`src/sv/mlt_pkg.sv`:
```
// Shared types, constants and the bucket hash for the MAC learning table.
// No dependencies; every other file in the project uses this package.
`default_nettype none

package mlt_pkg;

    // Parameter defaults.
    localparam int BUCKETS_DEF = 256;
    localparam int WAYS_DEF    = 4;
    localparam int PORTS_DEF   = 16;

    // Field widths.
    localparam int MAC_W     = 48;
    localparam int PORT_W    = 4;
    localparam int STAMP_W   = 16;
    localparam int LIMIT_W   = 15;
    localparam int DEC_W     = 2;
    localparam int BKT_W_MAX = 12;

    localparam logic [LIMIT_W-1:0] LIMIT_RESET = 15'd8;
    localparam logic [MAC_W-1:0]   BCAST_MAC   = 48'hFFFF_FFFF_FFFF;

    // Item opcodes.
    localparam logic OP_FRAME = 1'b0;
    localparam logic OP_TICK  = 1'b1;

    typedef enum logic [DEC_W-1:0] {
        DEC_BCAST = 2'd0,
        DEC_FWD   = 2'd1,
        DEC_FLOOD = 2'd2
    } dec_t;

    // Back end sequencer states.
    typedef enum logic [2:0] {
        ST_INIT,
        ST_IDLE,
        ST_LEARN,
        ST_LOOK,
        ST_SWEEP
    } st_t;

    // Classified command passed from the front end to the back end.
    typedef struct packed {
        logic                 is_tick;
        logic                 learn_en;
        logic                 is_bcast;
        logic [MAC_W-1:0]     src_mac;
        logic [MAC_W-1:0]     dst_mac;
        logic [PORT_W-1:0]    port;
        logic [BKT_W_MAX-1:0] src_bkt;
        logic [BKT_W_MAX-1:0] dst_bkt;
    } cmd_t;

    // Hash h = h*31 + byte over the six bytes, first byte first. Only the low
    // bits survive the reduction by a power-of-two bucket count, so the sum is
    // kept at the widest bucket index.
    function automatic logic [BKT_W_MAX-1:0] mac_hash(input logic [MAC_W-1:0] mac);
        logic [BKT_W_MAX-1:0] h;
        h = '0;
        for (int i = 0; i < 6; i++) begin
            h = (h << 5) - h + BKT_W_MAX'(mac[MAC_W-1-8*i -: 8]);
        end
        return h;
    endfunction

endpackage

`default_nettype wire

```
`src/sv/mlt_queue.sv`:
```
// Two-entry command queue between the front end and the back end.
// Depends on mlt_pkg.
`default_nettype none

module mlt_queue (
    input  wire logic          aclk,
    input  wire logic          aresetn,
    input  wire logic          push,
    input  wire mlt_pkg::cmd_t din,
    output logic               full,
    input  wire logic          pop,
    output mlt_pkg::cmd_t      dout,
    output logic               empty
);

    mlt_pkg::cmd_t data_reg [2];
    logic          wr_ptr_reg, wr_ptr_next;
    logic          rd_ptr_reg, rd_ptr_next;
    logic [1:0]    cnt_reg, cnt_next;

    assign full  = (cnt_reg == 2'd2);
    assign empty = (cnt_reg == 2'd0);
    assign dout  = data_reg[rd_ptr_reg];

    // Pointer and count update.
    always_comb begin
        wr_ptr_next = push ? !wr_ptr_reg : wr_ptr_reg;
        rd_ptr_next = pop ? !rd_ptr_reg : rd_ptr_reg;
        cnt_next    = cnt_reg + 2'(push) - 2'(pop);
    end

    always_ff @(posedge aclk) begin
        if (!aresetn) begin
            wr_ptr_reg <= 1'b0;
            rd_ptr_reg <= 1'b0;
            cnt_reg    <= 2'd0;
        end else begin
            wr_ptr_reg <= wr_ptr_next;
            rd_ptr_reg <= rd_ptr_next;
            cnt_reg    <= cnt_next;
        end
    end

    // Storage needs no reset.
    always_ff @(posedge aclk) begin
        if (push) begin
            data_reg[wr_ptr_reg] <= din;
        end
    end

endmodule

`default_nettype wire

```
`config.mk`:
```
export PLATFORM = sky130hd
export DESIGN_NAME = mlt_queue
export DESIGN_NICKNAME = d
export VERILOG_FILES = /design/src/sv/mlt_pkg.sv /design/src/sv/mlt_queue.sv
export SDC_FILE = /design/constraint.sdc
export NUM_CORES = 1
export LEC_CHECK = 0
export BUFFER_PORTS_ARGS = -buffer_cell sky130_fd_sc_hd__buf_2
export CAP_MARGIN = 0
export CORE_ASPECT_RATIO = 1.5
export CORE_MARGIN = 10
export CORE_UTILIZATION = 52
export CTS_CLUSTER_SIZE = 40
export DETAILED_ROUTE_END_ITERATION = 10
export PLACE_DENSITY = 0.79
export SYNTH_ARGS = -nofsm -noshare
export SYNTH_HDL_FRONTEND = slang
export SYNTH_SLANG_ARGS = --single-unit
```
`constraint.sdc`:
```
create_clock -name aclk -period 7.25 [get_ports aclk]
set_clock_uncertainty 0.05 [all_clocks]
set_input_delay 0.3625 -clock aclk [delete_from_list [all_inputs] [get_ports aclk]]
set_output_delay 0.3625 -clock aclk [all_outputs]
set_load 0.01 [all_outputs]
```
==> run summary <==
• **Pint** 2720 uW
• **count of cell types in the netlist** 14
• **Fin Setup TNS** 0 ns
• **source of the worst register-to-register timing path** wr_ptr_reg$_SDFFE_PN0P_
• **largest net degree at the start of global routing** 69
• **achievable clock frequency** 299 MHz
• **average routed wire per standard cell** 21.3 um
• **Syn-to-layout area delta** 36.4%
• **final weighted congestion in routability-driven placement** 0.775
• **GRT Util Overall** 0.173
• **final hold violation count** 0
• **height of the die** 186 um
• **RSZ-0062 raised after global routing** false
• **number of cell instances on the worst register-to-register path** 2
• **number of global-route vias before repair** 5,916
• **number of clock buffers inserted by TritonCTS** 24
• **post-CTS clock slew at the launch and capture registers of the worst setup and hold paths** 0.06 ns
• **H-Tree Level Count** 1
• **flip-flop count of the largest register after layout** 254
• **grt met1 use** 0.184
• **number of nets in the layout** 937
• **number of fill cells** 1,062
• **final routed DRC violation total** 0
• **share of layout cells above drive strength 1** 0.517
• **Worst slew margin** 0.339
• **sw power** 724 uW
• **register-to-register setup slack** 4.80 ns
• **Max Cap Viol** 0
• **remaining global-route overflow** 0
• **effective utilization at floorplan** 0.529
• **quantity of I/O buffers inserted on ports** 259
• **FF/Latch Area** 7730 sq um
• **footprint of the multi-input gates** 1670 sq um
• **Final min period** 3.34 ns
• **post-route ant nets** 0
• **static leakage power** 0.00499 uW
• **reg2reg end** data_reg[1][45]$_DFFE_PP_
• **Worst EP arrival** 2.93 ns
• **Core Rows** 60
• **hold buffers post-CTS** 106
• **synthesized area** 9500 sq um
• **buffer levels on the longest clock path** 3
• **clock share of power** 0.371
• **Mapped Cells** 416
• **worst hold margin** 0.0173 ns
• **number of storage elements in the synthesis netlist** 259
• **min-delay src** din[11]
• **post-CTS setup buffer count** 0
• **Peak VDD IR** 0.214 mV
• **Flop pwr share** 0.513
• **cell area power density** 266 nW/um^2
• **Initial DRC Count** 282
• **Crit Path Category** flop to output port
• **Data required, critical path** 6.84 ns
• **area of the core** 17,900 sq um
• **root buffer cell** sky130_fd_sc_hd__clkbuf_16
• **net count after synthesis** 549
• **clock tree from TritonCTS** yes
• **DR pass1 iterations** 4
• **combinational power share** 0.116
• **hold path depth** 1
• **number of I/O pins** 260
• **final cycle utilization of the critical path** 0.461
• **measured slew at the worst slew-check pin** 0.991 ns
• **final setup fails** 0
• **switching part of the total** 0.210
• **endpoint class of the critical path** output port
• **most congested layer reported by global routing** met2
• **HPWL after detailed placement** 14,000 um
• **max-slew violation count** 0
• **total via count after detailed routing** 5,341
• **Seq/Total Area, Yosys** 0.814
• **horizontal extent of the die** 130 um
• **source-to-sink clock delay at the later pin of the worst-skew pair** 0.49 ns
• **critical-path maximum fanout** 68
• **number of sinks on the clock net** 259
• **endpoint of the worst hold-timing path** data_reg[0][11]$_DFFE_PP_
• **wire length of the first global-routing pass** 32,400 um
• **path category of the worst min-delay check** input pin to flop
• **Syn Area/Cell** 22.8 sq um
• **met2 Resource Use GR** 0.317
• **result of the run** finished clean
• **yosys synthesis warning count** 0
• **post-DR vias/cell** 5.14
• **number of instances resized during post-cts repair** 0
• **CP startpoint kind** flop
• **initial antenna violation count** 1
• **total die area** 24,200 sq um
• **met3 Track Usage GR** 0.0396
• **Post-Route WL** 22,200 um
==> cells in the final DEF, fill, tap and decap left out, types with 4 or more instances in the layout <==
cell                            netlist  final
sky130_fd_sc_hd__buf_2                9    259
sky130_fd_sc_hd__edfxtp_1           254    254
sky130_fd_sc_hd__dlygate4sd3_1        0    113
sky130_fd_sc_hd__mux2_2              97     97
sky130_fd_sc_hd__mux2_4              30     30
sky130_fd_sc_hd__clkbuf_16            0     25
sky130_fd_sc_hd__clkbuf_1             0      7
sky130_fd_sc_hd__clkinv_1             0      5
sky130_fd_sc_hd__bufinv_16            0      4
sky130_fd_sc_hd__dfxtp_1              5      4
sky130_fd_sc_hd__buf_4                0      4
==> worst max-delay path by stage <==
stage / startpoint / endpoint / slack (ns) / cells past startpoint
6_report: flop / dout[63] / 3.91 / 3
5_1_grt: flop / dout[58] / 3.74 / 3
4_1_cts: flop / dout[72] / 3.86 / 3
3_5_place_dp: flop / dout[72] / 4.40 / 3
3_3_place_gp: flop / dout[72] / 4.43 / 3
2_1_floorplan: wr_ptr_reg$_SDFFE_PN0P_ / data_reg[0][0]$_DFFE_PP_ / 0.65 / 1
==> Yosys cell counts <==
cell type,n,area share
sky130_fd_sc_hd__buf_2,9,0.0047
sky130_fd_sc_hd__o21a_1,1,0.00079
sky130_fd_sc_hd__mux2_4,30,0.047
sky130_fd_sc_hd__buf_6,5,0.0059
sky130_fd_sc_hd__and2_1,4,0.0026
sky130_fd_sc_hd__edfxtp_1,254,0.80
sky130_fd_sc_hd__nor2b_1,4,0.0026
sky130_fd_sc_hd__xnor3_1,1,0.0024
sky130_fd_sc_hd__nor2_1,1,0.00039
sky130_fd_sc_hd__mux2_2,97,0.12
sky130_fd_sc_hd__inv_1,2,0.00079
sky130_fd_sc_hd__dfxtp_1,5,0.011
sky130_fd_sc_hd__ha_1,2,0.0026
sky130_fd_sc_hd__xor2_1,1,0.00092
==> worst max-delay path, cell delays in order, from the launching register on <==
cell	delay [ns]
sky130_fd_sc_hd__dfxtp_4	0.90
sky130_fd_sc_hd__buf_4	0.87
sky130_fd_sc_hd__mux2_2	0.43
sky130_fd_sc_hd__buf_2	0.14
==> power groups by stage <==
stage          clock network, uW  registers, uW  logic [uW]
3_3_place_gp                   0           1790         337
6_report                    1280           1770         399
4_1_cts                     1300           1770         396
2_1_floorplan                  0           1790         209
3_5_place_dp                   0           1800         347
5_1_grt                     1370           1770         426
==> routing by layer <==
metal | wire [um] | up-vias
met4 | 751 | 0
li1 | - | 2437
met3 | 1400 | 42
met1 | 7570 | 2647
met2 | 12400 | 215
met5 | 0 | -
==> final cells by class <==
| type | instances | share of cell area |
|---|---|---|
| Timing Repair Buffer | 376 | 0.190 |
| Antenna cell | 1 | 0.000193 |
| Multi-Input combinational cell | 141 | 0.129 |
| Clock inverter | 12 | 0.0122 |
| Inverter | 2 | 0.000580 |
| Tap cell | 217 | 0.0210 |
| Clock buffer | 32 | 0.0503 |
| Sequential cell | 259 | 0.597 |
==> cell families (layout without fill, tap and decap cells) <==
kind of cell               Yosys count  count (layout)  share of synthesized area
DFF                                259             259                      0.814
muxes                              127             127                      0.162
buffers and inverters               16             422                     0.0115
and+or+nand+nor                      9               9                    0.00566
adders and majority gates            2               2                    0.00263
xor gates and xnor gates             2               2                    0.00329
AOI/OAI and AO/OA                    1               1                   0.000791
other                                0               1                          0
==> metrics by stage <==
step	instance area, sq um	std cells	worst slack [ns]	utilization	total power [uW]
after global routing	12900	1040	3.74	0.722	3570
after floorplan	9500	416	0.647	-	2000
after global placement	11000	882	4.43	0.613	2130
after CTS	12900	1032	3.86	0.718	3460
final	12900	1040	3.91	0.722	3440
after detailed placement	11000	882	4.40	0.613	2150
No activity file was read; power rests on OpenSTA's default activity.
