--- src/sv/mlt_pkg.sv ---
// Shared types, constants and the bucket hash for the MAC learning table.
// No dependencies; every other file in the project uses this package.
`default_nettype none

package mlt_pkg;

    // Parameter defaults.
    localparam int BUCKETS_DEF = 256;
    localparam int WAYS_DEF    = 4;
    localparam int PORTS_DEF   = 16;

    // Field widths.
    localparam int MAC_W     = 48;
    localparam int PORT_W    = 4;
    localparam int STAMP_W   = 16;
    localparam int LIMIT_W   = 15;
    localparam int DEC_W     = 2;
    localparam int BKT_W_MAX = 12;

    localparam logic [LIMIT_W-1:0] LIMIT_RESET = 15'd8;
    localparam logic [MAC_W-1:0]   BCAST_MAC   = 48'hFFFF_FFFF_FFFF;

    // Item opcodes.
    localparam logic OP_FRAME = 1'b0;
    localparam logic OP_TICK  = 1'b1;

    typedef enum logic [DEC_W-1:0] {
        DEC_BCAST = 2'd0,
        DEC_FWD   = 2'd1,
        DEC_FLOOD = 2'd2
    } dec_t;

    // Back end sequencer states.
    typedef enum logic [2:0] {
        ST_INIT,
        ST_IDLE,
        ST_LEARN,
        ST_LOOK,
        ST_SWEEP
    } st_t;

    // Classified command passed from the front end to the back end.
    typedef struct packed {
        logic                 is_tick;
        logic                 learn_en;
        logic                 is_bcast;
        logic [MAC_W-1:0]     src_mac;
        logic [MAC_W-1:0]     dst_mac;
        logic [PORT_W-1:0]    port;
        logic [BKT_W_MAX-1:0] src_bkt;
        logic [BKT_W_MAX-1:0] dst_bkt;
    } cmd_t;

    // Hash h = h*31 + byte over the six bytes, first byte first. Only the low
    // bits survive the reduction by a power-of-two bucket count, so the sum is
    // kept at the widest bucket index.
    function automatic logic [BKT_W_MAX-1:0] mac_hash(input logic [MAC_W-1:0] mac);
        logic [BKT_W_MAX-1:0] h;
        h = '0;
        for (int i = 0; i < 6; i++) begin
            h = (h << 5) - h + BKT_W_MAX'(mac[MAC_W-1-8*i -: 8]);
        end
        return h;
    endfunction

endpackage

`default_nettype wire

--- src/sv/mlt_front.sv ---
// Front end: accepts input items, hashes both addresses and classifies them.
// Depends on mlt_pkg.
`default_nettype none

module mlt_front #(
    parameter int BUCKETS = mlt_pkg::BUCKETS_DEF,
    parameter int PORTS   = mlt_pkg::PORTS_DEF
) (
    input  wire logic                        s_valid,
    output logic                             s_ready,
    input  wire logic                        s_opcode,
    input  wire logic [mlt_pkg::MAC_W-1:0]   s_src_mac,
    input  wire logic [mlt_pkg::MAC_W-1:0]   s_dst_mac,
    input  wire logic [mlt_pkg::PORT_W-1:0]  s_in_port,
    input  wire logic                        init_busy,
    input  wire logic                        q_full,
    output logic                             q_push,
    output mlt_pkg::cmd_t                    q_cmd
);

    localparam logic [mlt_pkg::BKT_W_MAX-1:0] BKT_MASK =
        mlt_pkg::BKT_W_MAX'(BUCKETS - 1);

    // Items are taken only when the queue has room and the table is cleared.
    assign s_ready = !q_full && !init_busy;
    assign q_push  = s_valid && s_ready;

    // Classify the item and reduce both hashes to bucket indexes.
    always_comb begin
        q_cmd          = '0;
        q_cmd.is_tick  = (s_opcode == mlt_pkg::OP_TICK);
        q_cmd.learn_en = (32'(s_in_port) < 32'(PORTS));
        q_cmd.is_bcast = (s_dst_mac == mlt_pkg::BCAST_MAC);
        q_cmd.src_mac  = s_src_mac;
        q_cmd.dst_mac  = s_dst_mac;
        q_cmd.port     = s_in_port;
        q_cmd.src_bkt  = mlt_pkg::mac_hash(s_src_mac) & BKT_MASK;
        q_cmd.dst_bkt  = mlt_pkg::mac_hash(s_dst_mac) & BKT_MASK;
    end

endmodule

`default_nettype wire

--- config.mk ---
export PLATFORM = sky130hd
export DESIGN_NAME = mlt_front
export DESIGN_NICKNAME = d
export VERILOG_FILES = /design/src/sv/mlt_pkg.sv /design/src/sv/mlt_front.sv
export SDC_FILE = /design/constraint.sdc
export NUM_CORES = 1
export LEC_CHECK = 0
export BUFFER_PORTS_ARGS = -buffer_cell sky130_fd_sc_hd__buf_2
export CORE_ASPECT_RATIO = 0.9
export CORE_MARGIN = 1.5
export CORE_UTILIZATION = 53
export DETAILED_ROUTE_END_ITERATION = 16
export GPL_TIMING_DRIVEN = 1
export PLACE_DENSITY = 0.95
export SETUP_SLACK_MARGIN = 0.15
export SLEW_MARGIN = 10
export SYNTH_ARGS = -nofsm -noshare
export SYNTH_HDL_FRONTEND = slang
export SYNTH_SLANG_ARGS = --single-unit
--- constraint.sdc ---
create_clock -name vclk -period 25.9
set_clock_uncertainty 0.15 [all_clocks]
set_input_delay 3.885 -clock vclk [all_inputs]
set_output_delay 3.885 -clock vclk [all_outputs]
set_load 0.03 [all_outputs]
==> results of run 1 <==
stage by stage:
stage	hold slack, ns	setup WS [ns]	cell area, sq um	cells
floorplan	7.73	11.32	4640	560
global placement	7.62	11.23	5030	783
detailed placement	7.62	10.90	5030	783
CTS	7.62	10.91	5030	783
global route	7.62	10.57	5030	784
finish	7.62	10.89	5030	784
worst max-delay path, delay by kind of cell:
family / cells / cell delay (ns)
XOR/XNOR: 5 / 1.07
AO/OA/AOI/OAI: 8 / 1.00
AND/OR/NAND/NOR: 1 / 0.11
adder cells (fa/ha/maj): 11 / 4.26
buffers and inverters: 7 / 0.63
final cells by class:
cell class	instances	area (sq um)
Antenna cell	1	2.50
Fill cell	742	3460
Tap cell	119	149
Timing Repair Buffer	214	1070
Multi-Input combinational cell	343	3410
Inverter	107	402
worst paths after layout:
kind | to | slack, ns | cells after the start
hold / removal | q_cmd[25] | 7.62 | 0
setup / recovery | q_cmd[19] | 10.89 | 32
per-layer routing:
metal / up-vias / wire, um / part of all wire (%)
met3: 14 / 534 / 4.9
met4: 0 / 198 / 1.8
li1: 1908 / - / -
met2: 165 / 5670 / 52
met5: - / 0 / 0
met1: 1794 / 4520 / 41
synthesized netlist by cell type (all sizes together):
master	count
a21o	15
o21bai	20
xnor2	53
fa	30
and3	1
nor2	9
o21a	2
xor2	18
conb	2
inv	107
and2	1
a211oi	2
nand4	12
nor3	3
buf	110
xnor3	2
o21ai	10
a21oi	40
ha	110
nor4	3
nor2b	3
cells by family after synthesis:
group / share of synthesized area [%]
AO/OA/AOI/OAI: 12.1
XOR/XNOR: 14.5
adder cells (fa/ha/maj): 42.9
buffers and inverters: 26.6
other: 0.163
AND/OR/NAND/NOR: 3.77
cells in the final DEF (no fill, tap or decap), drive strengths merged:
cell type | netlist | layout
buf | 110 | 214
ha | 110 | 110
inv | 107 | 107
xnor2 | 53 | 53
a21oi | 40 | 40
fa | 30 | 30
o21bai | 20 | 20
xor2 | 18 | 18
a21o | 15 | 15
nand4 | 12 | 12
o21ai | 10 | 10
nor2 | 9 | 9
conb | 2 | 9
nor2b | 3 | 3
nor3 | 3 | 3
nor4 | 3 | 3
a211oi | 2 | 2
o21a | 2 | 2
xnor3 | 2 | 2
diode | 0 | 1
and2 | 1 | 1
and3 | 1 | 1
==> flow_summary.ini, run 1 <==
[run_status]
outcome = completed

[sta]
rsz0062_at_grt = no
finalSetupViolations = 0
finalSetupTns_ns = 0
hold_violations = 0
drv_slew = 0
timing.fmax_mhz = 66.6
period_minus_slack_ns = 15.01
min_period_over_period_pct = 57.9

[synthesis]
synthCells = 553
synth_area_sq_um = 4610
ys_warn_count = 0
seq_area_frac_synth_pct = 0
netlist.area_leader.share_pct = 29.9
synth_area_leaders = ha_1 (30%), buf_4 (18%), fa_1 (13%)
yosysUniqueCellTypes = 23
synth_top_area_cell = ha_1
avgSynthCellArea_sq_um = 8.34

[route]
wl_um = 10900
ant_nets = 0
drt-initial-drc-count = 115
viasPerCell = 4.95
drtPass1Iterations = 6
wl_per_cell_um = 13.9
drc = 0
num_vias = 3881

[setup_path]
slowest_delay_ns = 0.52
crit_fanout = 3
worst-setup-path-type = in -> out
crit_top_cell = ha_1
startpoint = s_src_mac[41]
worstPathArrival_ns = 10.97
crit_path_end_kind = output port
worst_setup_path_start_kind = input port
required_ns = 21.86
crit_path_top_delay_cell = fa_1

[floorplan]
die_area_sq_um = 9270
io_pins = 233
die_x_um = 101
core_area_sq_um = 8490
rows = 32
die_y_um = 91.5
initial_core_util_pct = 54.3

[placement]
gp_congestion = 0.927
dp_hpwl_um = 10200
io_buffers = 214

[final_layout]
design.seq.count = 0
layout-drive-gt1-share_pct = 32.7
seq_area_sq_um = 0
area_growth_pct = 9.17
fin_nets = 910
fin_util_pct = 59.3
nClkBuffers = 0

[global_routing]
globalRouteOverflowTotal = 0
first_global_vias = 3770
grt.met2_usage_pct = 44.4
top_usage_layer = met2
grt_usage_pct = 22.9
grt_max_degree = 5
met1_usage_pct = 27.9
grtUsageMet3_pct = 1.23
antenna_found_initial = 1
grt_first_pass_wirelength_um = 17000

[worst_hold_path]
min_from = s_in_port[1]
hp-class = in -> out

[clock_network]
cts_hold_buf = 0
postCtsSetupRepairBufs = 0
cts_resized = 0

[run]
cap_violations = 0
Power of run 1 is left out: the tool's default activity adds up to more than one toggle a clock period on the data nets, which glitch-free logic cannot reach.
==> inputs of run 2 (changes only) <==
--- a/config.mk
+++ b/config.mk
@@ -8,10 +8,10 @@
 export BUFFER_PORTS_ARGS = -buffer_cell sky130_fd_sc_hd__buf_2
 export CORE_ASPECT_RATIO = 0.9
 export CORE_MARGIN = 1.5
-export CORE_UTILIZATION = 53
+export CORE_UTILIZATION = 44
 export DETAILED_ROUTE_END_ITERATION = 16
 export GPL_TIMING_DRIVEN = 1
-export PLACE_DENSITY = 0.95
+export PLACE_DENSITY = 0.85
 export SETUP_SLACK_MARGIN = 0.15
 export SLEW_MARGIN = 10
 export SYNTH_ARGS = -nofsm -noshare
==> constraint.sdc (replaced) <==
create_clock -name vclk -period 12.9
set_clock_uncertainty 0.15 [all_clocks]
set_input_delay 1.935 -clock vclk [all_inputs]
set_output_delay 1.935 -clock vclk [all_outputs]
set_load 0.03 [all_outputs]
==> flow_summary.ini, run 2 (synthesized netlist as in run 1, its figures left out) <==
[run_status]
outcome = completed

[setup_path]
required_ns = 10.81
startpoint = s_src_mac[41]
worst-setup-path-type = in -> out
worstPathArrival_ns = 8.87
slowest_delay_ns = 0.53
crit_path_top_delay_cell = fa_1
crit_fanout = 3
crit_top_cell = ha_1
worst_setup_path_start_kind = input port
crit_path_end_kind = output port

[sta]
period_minus_slack_ns = 10.95
drv_slew = 0
finalSetupViolations = 0
finalSetupTns_ns = 0
hold_violations = 0
rsz0062_at_grt = no
timing.fmax_mhz = 91.3
min_period_over_period_pct = 84.9

[placement]
gp_congestion = 0.855
io_buffers = 214
dp_hpwl_um = 9840

[floorplan]
rows = 35
die_area_sq_um = 11100
io_pins = 233
initial_core_util_pct = 45.2
die_y_um = 100
core_area_sq_um = 10200
die_x_um = 111

[worst_hold_path]
hp-class = in -> out
hold-path-cell-count = 0
min_from = s_in_port[1]

[global_routing]
grt_max_degree = 5
met1_usage_pct = 21.2
grt_first_pass_wirelength_um = 16100
globalRouteOverflowTotal = 0
grt_usage_pct = 17.6
grt.met2_usage_pct = 35.5
antenna_found_initial = 0
first_global_vias = 3584
grtUsageMet3_pct = 0.121
top_usage_layer = met2

[final_layout]
antenna_cells = 0
design.seq.count = 0
layout_common_cells = buf_2 (214), ha_1 (110), inv_1 (107), xnor2_1 (53), a21oi_1 (39)
layout-drive-gt1-share_pct = 32.7
fin_nets = 910
nClkBuffers = 0
seq_area_sq_um = 0
final_common_cell = buf_2
area_growth_pct = 9.39

[clock_network]
cts_hold_buf = 0
cts_resized = 0
postCtsSetupRepairBufs = 0

[route]
viasPerCell = 4.87
wl_per_cell_um = 13.0
num_vias = 3862
ant_nets = 0
drt-initial-drc-count = 94
wl_um = 10300
drc = 0
drtPass1Iterations = 4

[run]
cap_violations = 0
run 2: cell count changes in the layout (fill, tap and decap cells not counted):
cell	change
diode_2	-1
run 2: through the flow:
step / setup WS (ns) / area [sq um] / hold WS [ns] / util, % / cells
final: 1.95 / 5040 / 3.72 / 49.4 / 793
after global routing: 1.52 / 5040 / 3.72 / 49.4 / 793
after CTS: 1.93 / 5040 / 3.72 / 49.4 / 793
after detailed placement: 1.91 / 5040 / 3.72 / 49.4 / 793
after global placement: 2.09 / 5040 / 3.72 / 49.4 / 793
after floorplan: 2.22 / 4640 / 3.83 / - / 560
run 2: path summary, 6_finish.rpt:
check / to / slack (ns)
setup / recovery: q_cmd[19] / 1.95
hold / removal: q_cmd[25] / 3.72
run 2: worst max-delay path: cells and delay by family:
| family | cells | cell delay, ns |
|---|---|---|
| compound gates | 7 | 0.98 |
| fa+ha+maj | 11 | 4.25 |
| simple gates | 1 | 0.12 |
| buf+inv | 7 | 0.59 |
| xor+xnor | 5 | 1.00 |
run 2: layer usage:
layer	vias to the layer above	share of wire, %	routed length (um)
li1	1908	-	-
met1	1767	41	4220
met2	173	51	5320
met3	14	5.5	568
met4	0	2.2	230
met5	-	0	0
run 2: area by class of cell:
class,count,area (sq um)
Fill cell,952,5160
Inverter,107,402
Multi-Input combinational cell,343,3410
Tap cell,129,161
Timing Repair Buffer,214,1070
Power of run 2 is left out for the same reason.
